### src/rtl/tsoqa_pkg.sv
// Shared types and constants of the temperature sensor averaging unit.
package tsoqa_pkg;

    // Input command codes
    localparam logic CMD_OFFSET = 1'b0;
    localparam logic CMD_TEMP   = 1'b1;

    // Field widths
    localparam int READ_W   = 12;
    localparam int RAW_W    = 14;
    localparam int BIAS_W   = 15;
    localparam int TENTHS_W = 16;
    localparam int AVG_W    = 20;
    localparam int SUM_W    = 22;

    // Quadratic datapath widths
    localparam int SQ_W  = 28;
    localparam int LIN_W = 29;
    localparam int Q_W   = 30;
    localparam int MAG_W = 28;
    localparam int QE_W  = 15;
    localparam int BK_W  = 29;

    // Averaging datapath widths
    localparam int S10_W = 26;
    localparam int N_W   = 24;

    localparam logic signed [BIAS_W-1:0] BIAS_RESET = 15'sd5000;

    // tenths = (-x*x + COEF_B*x + COEF_C + bias) / DIVISOR
    localparam logic signed [LIN_W-1:0] COEF_B  = 29'sd26100;
    localparam logic signed [Q_W-1:0]   COEF_C  = 30'sd6100000;
    localparam logic [13:0]             DIVISOR = 14'd10000;

    // floor(2^40 / 10000); the estimate is low by at most one
    localparam int                 RECIP_SHIFT = 40;
    localparam logic [26:0]        RECIP       = 27'd109951162;

    // Shift paired with the ceiling reciprocal of the averaging length
    localparam int AVG_SHIFT = 31;

    // Per-sensor conversion state
    typedef struct packed {
        logic signed [READ_W-1:0] offset;
        logic signed [RAW_W-1:0]  raw;
        logic                     ofail;
    } sens_a_t;

endpackage

### src/rtl/temp_sensor_offset_quadratic_average_unit.sv
// Top level of the per-sensor temperature conversion and averaging unit.
//
//  channel   dir  handshake          contents
//  s_*       in   s_tvalid/s_tready  tdata: sensor, high_byte, low_register;
//                                    tuser: command, timed_out
//  m_*       out  m_tvalid/m_tready  tdata: tenths_degrees, average_hundredths; tlast: window_done;
//                                    tuser: failed
//  cfg_*     in   cfg_wr_en          round_bias
//
// One item per cycle in any sensor mix while m_tready does not stall the pipeline; a result passes
// through the ten-register pipeline (state read, two multiplies of the divide-by-10000, the
// accumulate and the divide by the window length) and is offered once it reaches the last stage.
// Offset items end after the state stage.
// Reset clears all sensor state to zero (entries read as zero until written), round_bias to 5000.
// A stalled m_tready fills the empty stages first; s_tready drops only when the first stage is held.
module temp_sensor_offset_quadratic_average_unit #(
    parameter int SENSOR_COUNT   = 4,
    parameter int AVERAGE_LENGTH = 8
) (
    input  logic        clk,
    input  logic        rst_n,
    input  logic        s_tvalid,
    output logic        s_tready,
    input  logic [23:0] s_tdata,   // sensor[1:0], high_byte[9:2], low_register[17:10], zero pad
    input  logic [1:0]  s_tuser,   // command[0], timed_out[1]
    output logic        m_tvalid,
    input  logic        m_tready,
    output logic [39:0] m_tdata,   // tenths_degrees[15:0], average_hundredths[35:16], zero pad
    output logic        m_tlast,
    output logic [0:0]  m_tuser,   // failed[0]
    input  logic        cfg_wr_en,
    input  logic [14:0] cfg_wr_data
);

    localparam int AW    = (SENSOR_COUNT > 1) ? $clog2(SENSOR_COUNT) : 1;
    localparam int CW    = $clog2(AVERAGE_LENGTH + 1);
    localparam int B_W   = tsoqa_pkg::SUM_W + CW;
    localparam int TAG_W = AW + 1;
    localparam int NST   = 10;
    localparam logic [31:0] AVG_RECIP =
        32'(((64'd1 << tsoqa_pkg::AVG_SHIFT) + 64'(AVERAGE_LENGTH) - 64'd1)
            / 64'(AVERAGE_LENGTH));

    logic signed [tsoqa_pkg::BIAS_W-1:0] round_bias_reg;

    logic [NST:1] v_reg, v_next;
    logic [NST:1] free;
    logic         leave1;

    // stage 1: reading and its sensor state
    logic                                p1_cmd_reg, p1_tmo_reg;
    logic [AW-1:0]                       p1_addr_reg;
    logic signed [tsoqa_pkg::READ_W-1:0] p1_rd_reg;
    logic [AW-1:0]                       in_addr;
    logic                                in_range;
    tsoqa_pkg::sens_a_t                  a_rdata, a_wdata;
    logic [AW-1:0]                       a_raddr;
    logic                                p1_fail;

    // conversion pipeline
    logic [TAG_W-1:0]                      tag_c4, tag_c5;
    logic signed [tsoqa_pkg::TENTHS_W-1:0] c5_tenths;

    // stage 6 accumulate
    logic [B_W-1:0]                     b_rdata, b_wdata;
    logic [AW-1:0]                      b_raddr;
    logic signed [tsoqa_pkg::SUM_W-1:0] sum_old, sum_new;
    logic [CW-1:0]                      cnt_old, cnt_new;
    logic                               win_end;

    // stages 7..9 average
    logic signed [tsoqa_pkg::TENTHS_W-1:0] t7_reg, t8_reg, t9_reg;
    logic                                  f7_reg, f8_reg, f9_reg;
    logic                                  d7_reg, d8_reg, d9_reg;
    logic signed [tsoqa_pkg::SUM_W-1:0]    sum7_reg;
    logic signed [tsoqa_pkg::S10_W-1:0]    s10;
    logic [tsoqa_pkg::N_W-1:0]             n8_reg, n8_next;
    logic                                  neg8_reg, neg9_reg;
    logic [tsoqa_pkg::N_W+31:0]            avg_prod;
    logic [tsoqa_pkg::N_W-1:0]             q9_reg;
    logic signed [tsoqa_pkg::AVG_W-1:0]    avg_next;

    // output register
    logic signed [tsoqa_pkg::TENTHS_W-1:0] out_tenths_reg;
    logic signed [tsoqa_pkg::AVG_W-1:0]    out_avg_reg;
    logic                                  out_done_reg, out_fail_reg;

    always_ff @(posedge clk or negedge rst_n)
    begin
        if (!rst_n)
        begin
            round_bias_reg <= tsoqa_pkg::BIAS_RESET;
        end
        else if (cfg_wr_en)
        begin
            round_bias_reg <= $signed(cfg_wr_data);
        end
    end

    // Flow control: a stage may load when empty or when its item moves on
    always_comb
    begin
        free[NST] = !v_reg[NST] || m_tready;
        for (int k = NST - 1; k >= 2; k--)
        begin
            free[k] = !v_reg[k] || free[k+1];
        end
        // offset items retire from stage 1 without a successor
        free[1] = !v_reg[1] || (p1_cmd_reg == tsoqa_pkg::CMD_OFFSET) || free[2];
        leave1  = v_reg[1] && free[1];

        v_next = v_reg;
        if (free[1])
        begin
            v_next[1] = s_tvalid && in_range;
        end
        if (free[2])
        begin
            v_next[2] = v_reg[1] && (p1_cmd_reg == tsoqa_pkg::CMD_TEMP);
        end
        for (int k = 3; k <= NST; k++)
        begin
            if (free[k])
            begin
                v_next[k] = v_reg[k-1];
            end
        end
    end

    always_ff @(posedge clk or negedge rst_n)
    begin
        if (!rst_n)
        begin
            v_reg <= '0;
        end
        else
        begin
            v_reg <= v_next;
        end
    end

    assign s_tready = free[1];
    assign in_addr  = AW'(s_tdata[1:0]);
    assign in_range = int'(s_tdata[1:0]) < SENSOR_COUNT;

    always_ff @(posedge clk)
    begin
        if (free[1])
        begin
            p1_cmd_reg  <= s_tuser[0];
            p1_tmo_reg  <= s_tuser[1];
            p1_addr_reg <= in_addr;
            p1_rd_reg   <= $signed({s_tdata[9:2], s_tdata[13:10]});
        end
    end

    // Stage 1: update offset / raw state
    assign a_raddr = free[1] ? in_addr : p1_addr_reg;

    always_comb
    begin
        p1_fail = p1_tmo_reg || a_rdata.ofail;
        a_wdata = a_rdata;
        if (p1_cmd_reg == tsoqa_pkg::CMD_OFFSET)
        begin
            a_wdata.offset = p1_tmo_reg ? '0 : p1_rd_reg;
            a_wdata.ofail  = p1_tmo_reg;
        end
        else if (!p1_fail)
        begin
            a_wdata.raw = tsoqa_pkg::RAW_W'(p1_rd_reg) - tsoqa_pkg::RAW_W'(a_rdata.offset);
        end
    end

    tsoqa_ram #(
        .WIDTH ($bits(tsoqa_pkg::sens_a_t)),
        .DEPTH (SENSOR_COUNT),
        .AW    (AW)
    ) u_state_a (
        .clk   (clk),
        .rst_n (rst_n),
        .we    (leave1),
        .waddr (p1_addr_reg),
        .wdata (a_wdata),
        .raddr (a_raddr),
        .rdata (a_rdata)
    );

    tsoqa_conv #(
        .TAG_W (TAG_W)
    ) u_conv (
        .clk    (clk),
        .ld     (free[6:2]),
        .x      (a_wdata.raw),
        .bias   (round_bias_reg),
        .tag    ({p1_addr_reg, p1_fail}),
        .tag_c4 (tag_c4),
        .tag_c5 (tag_c5),
        .tenths (c5_tenths)
    );

    // Stage 6: window sum and count
    assign b_raddr = free[6] ? tag_c4[TAG_W-1:1] : tag_c5[TAG_W-1:1];

    always_comb
    begin
        sum_old = $signed(b_rdata[B_W-1:CW]);
        cnt_old = b_rdata[CW-1:0];
        sum_new = sum_old + tsoqa_pkg::SUM_W'(c5_tenths);
        cnt_new = cnt_old + CW'(1);
        win_end = cnt_new >= CW'(AVERAGE_LENGTH);
        b_wdata = win_end ? '0 : {sum_new, cnt_new};
    end

    tsoqa_ram #(
        .WIDTH (B_W),
        .DEPTH (SENSOR_COUNT),
        .AW    (AW)
    ) u_state_b (
        .clk   (clk),
        .rst_n (rst_n),
        .we    (v_reg[6] && free[7]),
        .waddr (tag_c5[TAG_W-1:1]),
        .wdata (b_wdata),
        .raddr (b_raddr),
        .rdata (b_rdata)
    );

    // Average: sum * 10 / AVERAGE_LENGTH, truncated toward zero
    always_comb
    begin
        s10      = (tsoqa_pkg::S10_W'(sum7_reg) <<< 3) + (tsoqa_pkg::S10_W'(sum7_reg) <<< 1);
        n8_next  = s10[tsoqa_pkg::S10_W-1] ? tsoqa_pkg::N_W'(-s10) : tsoqa_pkg::N_W'(s10);
        avg_prod = (tsoqa_pkg::N_W+32)'(n8_reg) * (tsoqa_pkg::N_W+32)'(AVG_RECIP);
        if (!d9_reg)
        begin
            avg_next = '0;
        end
        else if (neg9_reg)
        begin
            avg_next = -tsoqa_pkg::AVG_W'(q9_reg);
        end
        else
        begin
            avg_next = tsoqa_pkg::AVG_W'(q9_reg);
        end
    end

    always_ff @(posedge clk)
    begin
        if (free[7])
        begin
            t7_reg   <= c5_tenths;
            f7_reg   <= tag_c5[0];
            d7_reg   <= win_end;
            sum7_reg <= sum_new;
        end
        if (free[8])
        begin
            t8_reg   <= t7_reg;
            f8_reg   <= f7_reg;
            d8_reg   <= d7_reg;
            n8_reg   <= n8_next;
            neg8_reg <= s10[tsoqa_pkg::S10_W-1];
        end
        if (free[9])
        begin
            t9_reg   <= t8_reg;
            f9_reg   <= f8_reg;
            d9_reg   <= d8_reg;
            neg9_reg <= neg8_reg;
            q9_reg   <= avg_prod[tsoqa_pkg::AVG_SHIFT+tsoqa_pkg::N_W-1:tsoqa_pkg::AVG_SHIFT];
        end
        if (free[10])
        begin
            out_tenths_reg <= t9_reg;
            out_avg_reg    <= avg_next;
            out_done_reg   <= d9_reg;
            out_fail_reg   <= f9_reg;
        end
    end

    assign m_tvalid = v_reg[NST];
    assign m_tdata  = {4'b0000, out_avg_reg, out_tenths_reg};
    assign m_tlast  = out_done_reg;
    assign m_tuser  = out_fail_reg;

endmodule

### src/rtl/tsoqa_ram.sv
// Small state memory: one write port, one registered write-first read port, reset-cleared entries.
module tsoqa_ram #(
    parameter int WIDTH = 8,
    parameter int DEPTH = 4,
    parameter int AW    = 2
) (
    input  logic             clk,
    input  logic             rst_n,
    input  logic             we,
    input  logic [AW-1:0]    waddr,
    input  logic [WIDTH-1:0] wdata,
    input  logic [AW-1:0]    raddr,
    output logic [WIDTH-1:0] rdata
);

    logic [WIDTH-1:0] mem [DEPTH];
    logic [DEPTH-1:0] vld_reg;
    logic [WIDTH-1:0] rdata_reg;

    always_ff @(posedge clk or negedge rst_n)
    begin
        if (!rst_n)
        begin
            vld_reg <= '0;
        end
        else if (we)
        begin
            vld_reg[waddr] <= 1'b1;
        end
    end

    always_ff @(posedge clk)
    begin
        if (we)
        begin
            mem[waddr] <= wdata;
        end
    end

    // A write to the address being read is passed straight through
    always_ff @(posedge clk)
    begin
        if (we && (waddr == raddr))
        begin
            rdata_reg <= wdata;
        end
        else if (vld_reg[raddr])
        begin
            rdata_reg <= mem[raddr];
        end
        else
        begin
            rdata_reg <= '0;
        end
    end

    assign rdata = rdata_reg;

endmodule

### src/rtl/tsoqa_conv.sv
// Five-stage conversion of a raw reading to tenths of a degree.
module tsoqa_conv #(
    parameter int TAG_W = 3
) (
    input  logic                                   clk,
    input  logic [4:0]                             ld,
    input  logic signed [tsoqa_pkg::RAW_W-1:0]     x,
    input  logic signed [tsoqa_pkg::BIAS_W-1:0]    bias,
    input  logic [TAG_W-1:0]                       tag,
    output logic [TAG_W-1:0]                       tag_c4,
    output logic [TAG_W-1:0]                       tag_c5,
    output logic signed [tsoqa_pkg::TENTHS_W-1:0]  tenths
);

    // stage 1: products
    logic signed [tsoqa_pkg::SQ_W-1:0]  sq_reg, sq_next;
    logic signed [tsoqa_pkg::LIN_W-1:0] lin_reg, lin_next;
    logic [TAG_W-1:0]                   tag1_reg;
    // stage 2: magnitude of the numerator
    logic signed [tsoqa_pkg::Q_W-1:0]   q_sum;
    logic [tsoqa_pkg::MAG_W-1:0]        mag2_reg, mag2_next;
    logic                               neg2_reg;
    logic [TAG_W-1:0]                   tag2_reg;
    // stage 3: reciprocal estimate
    logic [tsoqa_pkg::MAG_W+26:0]       est_prod;
    logic [tsoqa_pkg::QE_W-1:0]         qe3_reg;
    logic [tsoqa_pkg::MAG_W-1:0]        mag3_reg;
    logic                               neg3_reg;
    logic [TAG_W-1:0]                   tag3_reg;
    // stage 4: back product
    logic [tsoqa_pkg::BK_W-1:0]         bk4_reg, bk4_next;
    logic [tsoqa_pkg::QE_W-1:0]         qe4_reg;
    logic [tsoqa_pkg::MAG_W-1:0]        mag4_reg;
    logic                               neg4_reg;
    logic [TAG_W-1:0]                   tag4_reg;
    // stage 5: corrected, signed quotient
    logic [tsoqa_pkg::BK_W-1:0]         rem;
    logic [tsoqa_pkg::QE_W-1:0]         qf;
    logic signed [tsoqa_pkg::TENTHS_W-1:0] tenths5_reg, tenths5_next;
    logic [TAG_W-1:0]                   tag5_reg;

    always_comb
    begin
        sq_next  = tsoqa_pkg::SQ_W'(x) * tsoqa_pkg::SQ_W'(x);
        lin_next = tsoqa_pkg::LIN_W'(x) * tsoqa_pkg::COEF_B;

        // leading coefficient is -1
        q_sum = tsoqa_pkg::Q_W'(lin_reg) - tsoqa_pkg::Q_W'(sq_reg) + tsoqa_pkg::COEF_C
              + tsoqa_pkg::Q_W'(bias);
        mag2_next = q_sum[tsoqa_pkg::Q_W-1] ? tsoqa_pkg::MAG_W'(-q_sum)
                                            : tsoqa_pkg::MAG_W'(q_sum);

        est_prod = (tsoqa_pkg::MAG_W+27)'(mag2_reg) * (tsoqa_pkg::MAG_W+27)'(tsoqa_pkg::RECIP);

        bk4_next = tsoqa_pkg::BK_W'(qe3_reg) * tsoqa_pkg::BK_W'(tsoqa_pkg::DIVISOR);

        rem = tsoqa_pkg::BK_W'(mag4_reg) - bk4_reg;
        qf  = qe4_reg + ((rem >= tsoqa_pkg::BK_W'(tsoqa_pkg::DIVISOR)) ? 15'd1 : 15'd0);
        tenths5_next = neg4_reg ? -tsoqa_pkg::TENTHS_W'(qf) : tsoqa_pkg::TENTHS_W'(qf);
    end

    always_ff @(posedge clk)
    begin
        if (ld[0])
        begin
            sq_reg   <= sq_next;
            lin_reg  <= lin_next;
            tag1_reg <= tag;
        end
        if (ld[1])
        begin
            mag2_reg <= mag2_next;
            neg2_reg <= q_sum[tsoqa_pkg::Q_W-1];
            tag2_reg <= tag1_reg;
        end
        if (ld[2])
        begin
            qe3_reg  <= est_prod[tsoqa_pkg::RECIP_SHIFT+tsoqa_pkg::QE_W-1:tsoqa_pkg::RECIP_SHIFT];
            mag3_reg <= mag2_reg;
            neg3_reg <= neg2_reg;
            tag3_reg <= tag2_reg;
        end
        if (ld[3])
        begin
            bk4_reg  <= bk4_next;
            qe4_reg  <= qe3_reg;
            mag4_reg <= mag3_reg;
            neg4_reg <= neg3_reg;
            tag4_reg <= tag3_reg;
        end
        if (ld[4])
        begin
            tenths5_reg <= tenths5_next;
            tag5_reg    <= tag4_reg;
        end
    end

    assign tag_c4 = tag4_reg;
    assign tag_c5 = tag5_reg;
    assign tenths = tenths5_reg;

endmodule

### config.mk
export PLATFORM = sky130hd
export DESIGN_NAME = temp_sensor_offset_quadratic_average_unit
export DESIGN_NICKNAME = d
export VERILOG_FILES = /design/src/rtl/tsoqa_pkg.sv /design/src/rtl/temp_sensor_offset_quadratic_average_unit.sv /design/src/rtl/tsoqa_ram.sv /design/src/rtl/tsoqa_conv.sv
export SDC_FILE = /design/constraint.sdc
export NUM_CORES = 2
export LEC_CHECK = 0
export BUFFER_PORTS_ARGS = -buffer_cell sky130_fd_sc_hd__buf_4
export CORE_AREA = 2 2 343 345
export DETAILED_ROUTE_END_ITERATION = 6
export DIE_AREA = 0 0 345 347
export PLACE_DENSITY = 0.68
export SLEW_MARGIN = 10
export SYNTH_ARGS = -nofsm -noshare
export SYNTH_HDL_FRONTEND = slang
export SYNTH_SLANG_ARGS = --single-unit
### constraint.sdc
create_clock -name clk -period 10.3 [get_ports clk]
set_input_delay 2.06 -clock clk [delete_from_list [all_inputs] [get_ports clk]]
set_output_delay 2.06 -clock clk [all_outputs]
set_load 0.03 [all_outputs]
==> impl.org <==
** Timing
- Final count of pins violating max slew :: 0
- Static timing analysis puts the maximum clock frequency at 0.1127 GHz.
- The number of endpoints with negative hold slack in the final report is 0.
- Worst slew margin relative to its limit :: 22.48%
- Setup repair after global routing left no endpoint under its margin.
- Clk_skew :: 0.02826 ns
- Post-layout min period :: 8.876 ns
- Slack of the critical path :: 1.424 ns
- In the final timing run, aggregate negative setup slack is 0 ns.
- Setup violations remaining at the end of the flow were counted as 0.
- Of the available clock period, the critical path in the final layout requires 86.18%.
- For the pin with the worst max-slew slack, the measured transition is 1.162 ns.

** Synth
- Unique cell type count in the Yosys netlist :: 98
- Top-count cell post-synth :: sky130_fd_sc_hd__inv_1
- Number of cells produced by synthesis :: 5,051
- Count of yosys warnings during synthesis :: 0
- Dividing the synthesized area by the synthesized cell count gives 11.38 sq um.
- Async set-or-reset flop fraction in the synthesized netlist :: 4.825%
- Of the synthesized area, sequential elements account for 34.49%.
- Cells taking the most area after synthesis :: sky130_fd_sc_hd__edfxtp_1 (31%), sky130_fd_sc_hd__fa_1 (22%), sky130_fd_sc_hd__ha_1 (14%)
- Number of enable-type register cells in the synthesized netlist :: 596
- Summing every instance area after synthesis gives 0.05750 sq mm.
- In the synthesized netlist the dominant register cell turns out to be sky130_fd_sc_hd__edfxtp_1.
- sky130_fd_sc_hd__edfxtp_1 takes more of the synthesized area than any other cell.
- Top cell type's share of synthesized area :: 31.12%
- Top cell types by occurrence after synthesis :: sky130_fd_sc_hd__inv_1 (1,174), sky130_fd_sc_hd__ha_1 (652), sky130_fd_sc_hd__fa_1 (637)
- Post-synthesis register bit count :: 684

** GRT
- Total global routing overflow :: 0
- The number of antenna violations at the first check in global routing was 5.
- Global-route wire length before repair :: 191,300 um
- Pin count of the biggest net entering global routing :: 65
- Global routing used 20.11% of the available tracks.
- The number of global-route vias before repair came to 36,061.

** Clock tree
- Buffers added to address setup during post-CTS repair amount to 0.
- Clock tree from TritonCTS :: built
- Count of hold buffers inserted by post-cts repair :: 0
- Clock transition at the register clock pins on the worst setup and hold paths after CTS :: 0.06 ns
- The tree is rooted in a sky130_fd_sc_hd__clkbuf_16.
- The number of gates resized after CTS was 0.
- The number of clock buffers added by TritonCTS is 73.
- The clock net in this run drives a total of 684 sinks.
- Maximum root-to-sink buffer count :: 3
- For the worst-skew pair, the clock arrives at the later sink with an insertion delay of 0.64 ns.
- CTS built an H-tree with a depth of 3.

** Worst setup path
- In this run the worst path has a maximum fanout of 16.
- CP startpoint kind :: register
- Slowest-stage cell, CP :: sky130_fd_sc_hd__fa_1
- The startpoint identified for the worst register-to-register timing path is p1_rd_reg[0]$_DFFE_PN_.
- For this run, the slowest stage of the critical path takes 0.54 ns.
- Termination of the worst setup path :: u_conv.sq_reg[27]$_DFFE_PP_
- Data on the critical path arrives at its endpoint at 9.24 ns.
- Reg2Reg Capture Point :: u_conv.sq_reg[27]$_DFFE_PP_
- Crit path buffers/inverters :: 9
- Register-to-Register Setup Slack :: 1.42 ns
- Kind of critical path :: reg -> reg
- Data on the critical path is required at its endpoint by 10.67 ns.
- CP most frequent cell :: sky130_fd_sc_hd__fa_1
- The number of cells on the worst reg-to-reg path is 37.
- CP Capture Type :: register
- Kind of cell with the highest combined delay on the critical path :: adder cells
- Tracing the worst setup path back leads to its startpoint at p1_rd_reg[0]$_DFFE_PN_.
- Levels on crit path :: 37

** Layout
- Final #Nets :: 6,528
- Number of flip-flops in the largest register :: 108
- Relative to the synthesized area, the layout overhead comes to 9.015%.
- The finished cells cover 0.06269 sq mm.
- For this run, the number of standard cells in the final layout without fillers is 6,778.
- The repair_antennas step left the layout with diodes totalling 0.
- Share of final-layout standard cells stronger than drive strength 1 :: 6.852%

** Place
- # placed instances :: 6,642
- Once placement finished, the instance area stood at 0.06021 sq mm.
- Prior to clock tree synthesis, the placed netlist has a worst setup slack of 1.457 ns.
- Gp weighted congestion :: 0.9258
- Detailed placement finished with a half-perimeter wire length of 92,230 um.
- Input and output buffers added on the ports amount to 75.

** Detailed routing
- After detailed routing, the number of vias per cell comes to 5.234.
- Post-DR wirelength/cell :: 17.43 um
- Routed WL :: 118,100 um
- The first detailed-routing pass ran for 5 iterations.
- Detailed routing inserted a total of 35,476 vias.
- Remaining antenna violation count :: 0
- The detailed router finished its first iteration with 2,086 violations.
- Post-detailed-route DRC marker count :: 0

** Die
- For this configuration, the core starts out at a cell density of 49.68%.
- The die is 347 um tall.
- I/O pin cnt :: 90
- Die area :: 0.1197 sq mm
- In this run the horizontal extent of the chip is 345 um.
- Row cnt :: 125
- Area of the placeable core :: 0.1157 sq mm

** Run
- Number of max-capacitance violations reported :: 0

** Worst hold path
- The path class of the tightest hold or removal check is reg -> reg.

** Outcome
- The flow ran to the end, and the final reports show no timing, DRC or antenna violations.
worst reg2reg max path, delay by kind of cell, from the launching register on:
kind / cells / cell delay [ns]
adders and majority gates: 9 / 3.92
DFF: 1 / 0.38
xor gates and xnor gates: 2 / 0.23
AOI/OAI and AO/OA: 13 / 2.75
buffers and inverters: 9 / 0.96
and+or+nand+nor: 4 / 0.40
cells by family after synthesis:
| family | count (synthesis) | share of synthesized area (%) |
|---|---|---|
| fa+ha+maj | 1289 | 36.36 |
| xor+xnor | 261 | 4.023 |
| buf+inv | 1251 | 8.223 |
| other cells | 1 | 0.006521 |
| simple gates | 846 | 7.111 |
| compound gates | 620 | 7.459 |
| flops | 684 | 34.49 |
| mux | 99 | 2.328 |
through the flow:
| stage | utilization [%] | hold WS (ns) |
|---|---|---|
| 2_1_floorplan | - | 0.4003 |
| 3_3_place_gp | 52.02 | 0.4007 |
| 3_5_place_dp | 52.02 | 0.4045 |
| 4_1_cts | 54.16 | 0.4081 |
| 5_1_grt | 54.16 | 0.4125 |
| 6_report | 54.16 | 0.4103 |
layout make-up:
class,instances,area (sq um)
fill,9935,53050
multi-input combinational,3123,33080
sequential,684,19830
inverter,1184,4444
clock buffer,91,1966
tap,1524,1907
timing repair buffer,127,953.4
clock inverter,45,509.2
cell usage in the layout (no fill, tap or decap), types with 36 or more instances in the layout:
master	netlist	final
sky130_fd_sc_hd__a21oi_1	134	133
sky130_fd_sc_hd__a21o_1	67	67
sky130_fd_sc_hd__nor3_1	42	40
sky130_fd_sc_hd__nor2_1	226	223
sky130_fd_sc_hd__nor2b_1	40	40
sky130_fd_sc_hd__edfxtp_1	596	596
sky130_fd_sc_hd__o21ai_0	121	121
sky130_fd_sc_hd__dfxtp_1	55	55
sky130_fd_sc_hd__buf_4	5	127
sky130_fd_sc_hd__inv_1	1174	1173
sky130_fd_sc_hd__o21a_1	39	39
sky130_fd_sc_hd__and2_1	52	52
sky130_fd_sc_hd__mux2i_1	66	61
sky130_fd_sc_hd__xnor2_1	186	186
sky130_fd_sc_hd__fa_1	637	637
sky130_fd_sc_hd__clkbuf_16	0	74
sky130_fd_sc_hd__ha_1	652	652
sky130_fd_sc_hd__xor2_1	73	72
sky130_fd_sc_hd__and3_1	36	36
sky130_fd_sc_hd__nand3_1	60	58
sky130_fd_sc_hd__nand2_1	247	244
worst min-delay path by stage:
stage	startpoint	end	depth (start not counted)
global route	t7_reg[6]$_DFFE_PP_	t8_reg[6]$_DFFE_PP_	0
CTS	t7_reg[6]$_DFFE_PP_	t8_reg[6]$_DFFE_PP_	0
floorplan	d7_reg$_DFFE_PP_	d8_reg$_DFFE_PP_	0
detailed placement	neg8_reg$_DFFE_PP_	neg9_reg$_DFFE_PP_	0
finish	t7_reg[6]$_DFFE_PP_	t8_reg[6]$_DFFE_PP_	0
global placement	t8_reg[15]$_DFFE_PP_	t9_reg[15]$_DFFE_PP_	0
per-layer routing:
metal	global-route usage (%)	vias up	wire length, um
met5	0	-	0
met2	34.54	742	58370
met3	2.416	139	5541
li1	-	16967	-
met1	27.48	17628	51980
met4	4.386	0	2217
Power is not shown: default switching activity piles up to over one toggle a cycle in this logic, so the estimate is an artifact.
